--- src/rtl/core/rmsd_pkg.sv ---
// ----------------------------------------------------------------------------
// rmsd_pkg
// Types and constants shared by the running mean / deviation / min / max block
// ----------------------------------------------------------------------------
`default_nettype none

package rmsd_pkg;

  localparam int SAMPLE_W    = 24;
  localparam int SUM_W       = 40;
  localparam int SUMSQ_W     = 64;
  localparam int SQ_W        = 47;
  localparam int COUNT_W     = 17;
  localparam int FRAC_W      = 16;
  localparam int MEAN_W      = 40;
  localparam int SD_W        = 40;
  localparam int MAX_SAMPLES = 65536;

  // set queue between the accumulator and the solver
  localparam int QUEUE_DEPTH = 2;
  localparam int QPTR_W      = $clog2(QUEUE_DEPTH);
  localparam int QCNT_W      = $clog2(QUEUE_DEPTH + 1);

  // solver datapath
  localparam int DIV_W     = SUMSQ_W + 2 * FRAC_W;
  localparam int QUO_W     = 2 * SD_W;
  localparam int REM_W     = COUNT_W;
  localparam int MEAN_ITER = SUM_W + FRAC_W;
  localparam int SQ_ITER   = DIV_W;
  localparam int SQRT_ITER = SD_W;
  localparam int CNT_W     = $clog2(SQ_ITER);
  localparam int HALF_W    = MEAN_W / 2;
  localparam int PROD_W    = 2 * HALF_W;
  localparam int SREM_W    = SD_W + 2;

  typedef struct packed {
    logic signed [SUM_W-1:0]    sum;
    logic [SUMSQ_W-1:0]         sum_sq;
    logic [COUNT_W-1:0]         count;
    logic signed [SAMPLE_W-1:0] min_val;
    logic signed [SAMPLE_W-1:0] max_val;
    logic                       ovf;
  } set_rec_t;

  typedef enum logic [2:0] {
    ST_IDLE,
    ST_MEAN_DIV,
    ST_SQ_DIV,
    ST_MUL_P,
    ST_MUL_A,
    ST_SUB,
    ST_SQRT,
    ST_FINISH
  } back_state_t;

endpackage

`default_nettype wire

--- src/rtl/core/rmsd_queue.sv ---
// ----------------------------------------------------------------------------
// rmsd_queue
// Small queue of closed-set records between accumulator and solver
// ----------------------------------------------------------------------------
`default_nettype none

module rmsd_queue import rmsd_pkg::*; (
  input  logic     clk,
  input  logic     rst_n,
  input  logic     push,
  input  set_rec_t push_rec,
  output logic     full,
  input  logic     pop,
  output logic     rd_valid,
  output set_rec_t rd_rec
);

  set_rec_t          mem_r [QUEUE_DEPTH];
  logic [QPTR_W-1:0] wptr_r;
  logic [QPTR_W-1:0] rptr_r;
  logic [QCNT_W-1:0] cnt_r;

  assign full     = cnt_r == QCNT_W'(QUEUE_DEPTH);
  assign rd_valid = cnt_r != '0;
  assign rd_rec   = mem_r[rptr_r];

  always_ff @(posedge clk) begin
    if (!rst_n) begin
      wptr_r <= '0;
      rptr_r <= '0;
      cnt_r  <= '0;
    end else begin
      if (push) begin
        wptr_r <= wptr_r + QPTR_W'(1);
      end
      if (pop) begin
        rptr_r <= rptr_r + QPTR_W'(1);
      end
      if (push && !pop) begin
        cnt_r <= cnt_r + QCNT_W'(1);
      end else if (pop && !push) begin
        cnt_r <= cnt_r - QCNT_W'(1);
      end
    end
    if (push) begin
      mem_r[wptr_r] <= push_rec;
    end
  end

`ifndef ASSERT_OFF
  a_no_push_full: assert property (@(posedge clk) disable iff (!rst_n)
    push |-> !full)
    else $error("set record pushed into a full queue");
`endif

endmodule

`default_nettype wire

--- config.mk ---
export PLATFORM = sky130hd
export DESIGN_NAME = rmsd_queue
export DESIGN_NICKNAME = d
export VERILOG_FILES = /design/src/rtl/core/rmsd_pkg.sv /design/src/rtl/core/rmsd_queue.sv
export SDC_FILE = /design/constraint.sdc
export NUM_CORES = 1
export LEC_CHECK = 0
export BUFFER_PORTS_ARGS = -buffer_cell sky130_fd_sc_hd__clkbuf_2
export CAP_MARGIN = 40
export CORE_ASPECT_RATIO = 1.1
export CORE_MARGIN = 3
export CORE_UTILIZATION = 40
export CTS_CLUSTER_SIZE = 30
export DETAILED_ROUTE_END_ITERATION = 16
export HOLD_SLACK_MARGIN = 0.1
export MAX_ROUTING_LAYER = met4
export SLEW_MARGIN = 5
export SYNTH_ARGS = -nofsm -noshare
export SYNTH_HDL_FRONTEND = slang
export SYNTH_SLANG_ARGS = --single-unit
--- constraint.sdc ---
create_clock -name clk -period 19.81 [get_ports clk]
set_clock_uncertainty 0.05 [all_clocks]
set_input_delay 0.9905 -clock clk [delete_from_list [all_inputs] [get_ports clk]]
set_output_delay 0.9905 -clock clk [all_outputs]
set_load 0.005 [all_outputs]
==> flow_summary.yaml, run 1 <==
clocking:
  clkSinkCount: 345
  cts_tree: "yes"
  max-clock-path-buffers: 3
  htree_levels: 2
  hold_buffers: 0
  clk_pin_slew_ns: 0.06
  root_buffer: "clkbuf_16"
  cts_setup_buffers: 0
  numCtsBuffers: 36
  clk_latency_ns: 0.50
  cts-resized-gates: 0
global_routing:
  gr-total-overflow: 0
  antenna_found_initial: 2
  grt_max_degree: 62
  grt_use_total_pct: 14.7
  grt_pass1_vias: 6743
  grt_pass1_wl_mm: 38.1
worst_setup_path:
  cp.arrival_ns: 2.46
  critPathKind: "reg -> out"
  path_buf_inv: 3
  crit_family: "buffers and inverters"
  cp_data_required_time_ns: 18.77
  crit_fanout: 33
  startpoint_type: "register"
  crit_chain: "buf_4, buf_16, mux2_4, clkbuf_2"
  cp-end-kind: "output port"
  cpPeakStageDelay_ns: 0.66
  cp_slowest_cell: "dfxtp_4"
finish:
  layout.cells.non_filler: 1372
  fillers: 2610
  syn_to_final_growth_pct: 26.8
  fin_nets: 1104
  drive_gt1_share_pct: 61.6
die:
  ios: 346
  initial_core_util_pct: 40.8
  dieArea_um2: 34400
  die_h_um: 194
  core_um2: 31600
  die-width_um: 177
  rows: 68
drt:
  viasPerCell: 4.63
  routed_wl_mm: 25.3
  via_count: 6351
  ant_nets: 0
  remaining_drc_errors: 0
  wl_per_cell_um: 18.4
  drtIter0Drc: 283
  drt-pass1-iter-count: 4
flow_run:
  maxCapViolCount: 0
synth:
  synth_top_family_by_area: "multiplexers"
  synth.area.mux_share_pct: 17.8
  synth_compound_area_share_pct: 0.155
  syn_area_um2: 12900
  synthSimpleGateAreaFrac_pct: 0.437
  synthAdderAreaFrac_pct: 0.0971
  synth_xor_area_share_pct: 0.204
  yosys_register_bits: 345
  ys_types: 17
  yosys_warnings: 0
  synth_nets: 726
  seq_area_frac_synth_pct: 80.0
  synthCells: 551
  syn_avg_cell_area_um2: 23.4
sta:
  setup_tns_ns: 0
  setup_viol: 0
  fin_crit_sh_pct: 17.7
  hold_violations: 0
  relSlewSlack_pct: 66.5
  grt_setup_unrepaired: "no"
  worst_slew_pin_slew_ns: 0.503
  fin_crit_ns: 3.50
  drv_slew: 0
  clock.fmax_ghz: 0.286
power:
  vdd_ir_drop_max_uv: 90.5
  powerDensity_nw_per_um2: 101
  p_leak_nw: 6.41
  power.total_mw: 1.66
place:
  gp_congestion: 0.743
  place_inst: 1311
  port_buffers: 345
  place_hpwl_mm: 17.6
min_path:
  min_path_type: "reg -> reg"
status:
  status: "finished, final reports clean"
-- synthesized netlist by cell type, drive strengths merged --
cell type,n,area [um2]
nor2b,3,18.8
o21ai,1,5.00
inv,1,3.75
edfxtp,340,10200
a21boi,1,7.51
mux2,170,2290
or3,1,6.26
ha,1,12.5
or2,1,6.26
xnor2,1,8.76
dfxtp,5,100
xor2,2,17.5
and2,4,25.0
buf,19,170
o21a,1,7.51
-- final cells by class --
type	instances	area, um2	area share (%)
Timing Repair Buffer	359	1970	12.0
Clock buffer	41	941	5.76
Sequential cell	345	10300	63.1
Antenna cell	2	5.00	0.0306
Multi-Input combinational cell	186	2410	14.8
Tap cell	420	526	3.21
Clock inverter	18	175	1.07
Inverter	1	3.75	0.0230
-- registers in the layout, indices dropped and copies added, names as in the netlist, named ones only --
signal and cells:
mem_r 340, cnt_r 2, rptr_r 1, wptr_r 1
-- worst paths after layout --
path              cells past startpoint  slack [ns]  startpoint            end
hold / removal                        2        0.47    cnt_r[1]       cnt_r[1]
hold reg to reg                       2        0.47    cnt_r[1]       cnt_r[1]
setup / recovery                      4       16.31    register    rd_rec[127]
setup reg to reg                      3       17.85      wptr_r  mem_r[1][162]
-- cells by family after synthesis --
logic type / after synthesis
fa+ha+maj: 1
buf+inv: 20
mux: 170
simple gates: 9
flops: 345
compound gates: 3
xor+xnor: 3
-- per-stage QoR --
stage | area [um2] | setup WS (ns) | util [%] | hold slack [ns]
2_1_floorplan | 12900 | 10.67 | - | 0.418
3_3_place_gp | 15000 | 16.24 | 47.6 | 0.445
3_5_place_dp | 15200 | 16.78 | 48.2 | 0.452
4_1_cts | 16300 | 16.23 | 51.8 | 0.470
5_1_grt | 16300 | 16.15 | 51.8 | 0.533
6_report | 16300 | 16.31 | 51.8 | 0.468
-- power breakdown --
part	switching (mW)	internal [mW]	leakage (nW)
clock network	0.256	0.379	0.552
registers	0.0114	0.844	3.23
logic	0.0752	0.0920	2.62
total	0.343	1.32	6.41
-- placed cells by master (no fill, tap or decap), drive strengths merged, types with 3 or more instances in the layout --
cell type,instances
buf,14
and2,4
clkbuf,386
nor2b,3
clkinv,12
inv,3
dfxtp,5
bufinv,3
edfxtp,340
mux2,170
-- worst register-to-register path, cell delays in order (launching register included) --
cell and delay [ns]:
dfxtp_1 0.38, and2_4 0.48, buf_4 0.34, buf_16 0.30
-- layer usage --
metal  up-vias  wire [um]  track usage [%]
li1       2954          -                -
met1      3072      10400             18.2
met2       279      11800             22.9
met3        46       2460             5.25
met4         0        659             4.63
met5         -          0                -
Power figures use the tool's default switching activity.
==> run 2: changes to the inputs <==
--- a/config.mk
+++ b/config.mk
@@ -5,6 +5,7 @@
 export SDC_FILE = /design/constraint.sdc
 export NUM_CORES = 1
 export LEC_CHECK = 0
+export ABC_AREA = 1
 export BUFFER_PORTS_ARGS = -buffer_cell sky130_fd_sc_hd__clkbuf_2
 export CAP_MARGIN = 40
 export CORE_ASPECT_RATIO = 1.1
==> constraint.sdc (replaced) <==
create_clock -name clk -period 3.3 [get_ports clk]
set_clock_uncertainty 0.05 [all_clocks]
set_input_delay 0.165 -clock clk [delete_from_list [all_inputs] [get_ports clk]]
set_output_delay 0.165 -clock clk [all_outputs]
set_load 0.005 [all_outputs]
==> flow_summary.yaml, run 2 <==
status:
  status: "finished, final reports clean"
synth:
  synth_xor_area_share_pct: 0
  seq_area_frac_synth_pct: 79.9
  synthAdderAreaFrac_pct: 0.0970
  synth.area.mux_share_pct: 17.8
  netlist.top_cell.by_area: "edfxtp_1"
  yosys-top-cells-count: "340 x edfxtp_1, 100 x mux2_4, 70 x mux2_2"
  postSynth.asyncResetShare_pct: 0
  yosysMostFrequentCell: "edfxtp_1"
  synth_nets: 739
  synth_edf_count: 340
  synthTopCellsByArea: "edfxtp_1 79%, mux2_4 12%, mux2_2 6.1%"
  yosys_register_bits: 345
  ys_types: 14
  yosys_warnings: 0
  synthSimpleGateAreaFrac_pct: 0.582
  syn_avg_cell_area_um2: 22.9
  synth_top_flop_cell: "edfxtp_1"
  synth_compound_area_share_pct: 0.0776
  synth_top_family_by_area: "multiplexers"
  syn_area_um2: 12900
  synthCells: 564
  synth.top_cell.area_share_pct: 79.2
worst_setup_path:
  path_buf_inv: 2
  cp-end-kind: "output port"
  startpoint_type: "register"
  cp_slowest_cell: "dfxtp_4"
  r2r_setup_slack_ns: 1.48
  cpPeakStageDelay_ns: 0.57
  critPathKind: "reg -> out"
  crit_fanout: 27
  crit_chain: "buf_4, mux2_2, clkbuf_2"
  crit_family: "buffers and inverters"
  cp_data_required_time_ns: 3.08
  cp.arrival_ns: 2.11
drt:
  wl_per_cell_um: 17.8
  remaining_drc_errors: 0
  via_count: 7162
  ant_nets: 0
  viasPerCell: 4.59
  routed_wl_mm: 27.8
  drtIter0Drc: 392
  drt-pass1-iter-count: 4
power:
  powerDensity_nw_per_um2: 552
  vdd_ir_drop_max_uv: 420
  power.total_mw: 9.92
  p_leak_nw: 7.10
place:
  port_buffers: 345
  dp_slack_ns: 1.44
  gp_congestion: 0.785
  place_hpwl_mm: 17.7
  place_inst: 1319
  placed_area_um2: 15100
die:
  die-width_um: 177
  initial_core_util_pct: 40.9
  rows: 68
  dieArea_um2: 34400
  die_h_um: 194
  ios: 346
  core_um2: 31600
clocking:
  hold_buffers: 175
  cts_setup_buffers: 0
  htree_levels: 2
  clkSinkCount: 345
  clk_latency_ns: 0.49
  max-clock-path-buffers: 3
  numCtsBuffers: 36
  cts_tree: "yes"
  root_buffer: "clkbuf_16"
  clk_pin_slew_ns: 0.06
  cts-resized-gates: 0
global_routing:
  antenna_found_initial: 2
  grt_use_total_pct: 16.4
  grt_pass1_wl_mm: 42.7
  grt_max_degree: 120
  gr-total-overflow: 0
  grt_pass1_vias: 7801
flow_run:
  maxCapViolCount: 0
sta:
  layout_setup_ws_ns: 0.970
  worst_hold_slack_ns: 0.174
  fin_crit_sh_pct: 70.6
  grt_setup_unrepaired: "no"
  setup_viol: 0
  worst_slew_pin_slew_ns: 0.737
  drv_slew: 0
  hold_violations: 0
  relSlewSlack_pct: 50.9
  fin_crit_ns: 2.33
  clock.fmax_ghz: 0.429
finish:
  layout_common_cells: "345 x clkbuf_2, 340 x edfxtp_1, 175 x dlygate4sd3_1"
  largest_register_ffs: 340
  top_register: "mem_r"
  drive_gt1_share_pct: 50.7
  fillers: 2435
  fin_nets: 1287
  syn_to_final_growth_pct: 39.3
  reg.largest.list: "mem_r x340, cnt_r x2"
  design_area_um2: 18000
  layout.cells.non_filler: 1559
  final_common_cell: "clkbuf_2"
min_path:
  min_path_type: "in -> reg"
## run 2: path summary, 6_finish.rpt
check                 from         end  cells past startpoint
setup / recovery  register  rd_rec[41]                      3
hold / removal        push    cnt_r[0]                      4
setup reg to reg    wptr_r      wptr_r                      5
hold reg to reg     rptr_r    register                      2
## run 2: layer usage
layer | track usage [%] | vias to the layer above | wire [um]
met5 | - | - | 0
met4 | 5.47 | 0 | 865
met3 | 4.65 | 54 | 2470
met2 | 25.8 | 319 | 13300
met1 | 20.4 | 3454 | 11100
li1 | - | 3335 | -
## run 2: cells by family (layout without fill, tap and decap cells)
group | Yosys count | in the layout
simple gates | 19 | 19
other cells | 0 | 2
mux | 170 | 170
fa+ha+maj | 1 | 1
compound gates | 2 | 2
buf+inv | 27 | 600
flops | 345 | 345
## run 2: where the power goes
group | total, mW | internal [mW] | switching, mW
Sequential | 5.14 | 5.08 | 0.0638
Combinational | 1.07 | 0.602 | 0.469
Clock | 3.71 | 2.16 | 1.55
Total | 9.92 | 7.84 | 2.08
## run 2: cell type report
cell class,count,area [um2],share of cell area (%)
sequential,345,10300,57.4
timing repair buffer,529,3620,20.1
inverter,8,33.8,0.188
antenna,2,5.00,0.0279
multi-input combinational,192,2400,13.3
tap,420,526,2.92
clock buffer,50,985,5.48
clock inverter,13,88.8,0.494
## run 2: worst reg2reg max path: stages (launching register included)
cell	delay [ns]
dfxtp_2	0.37
nand2_2	0.09
nand2_1	0.06
dlygate4sd3_1	0.55
nor2_1	0.04
dlygate4sd3_1	0.55
## run 2: metrics by stage
step / utilization [%] / setup TNS (ns)
after floorplan: - / -12.25
after global placement: 47.9 / 0
after detailed placement: 48.0 / 0
after CTS: 56.9 / 0
after global routing: 56.9 / 0
final: 56.9 / 0
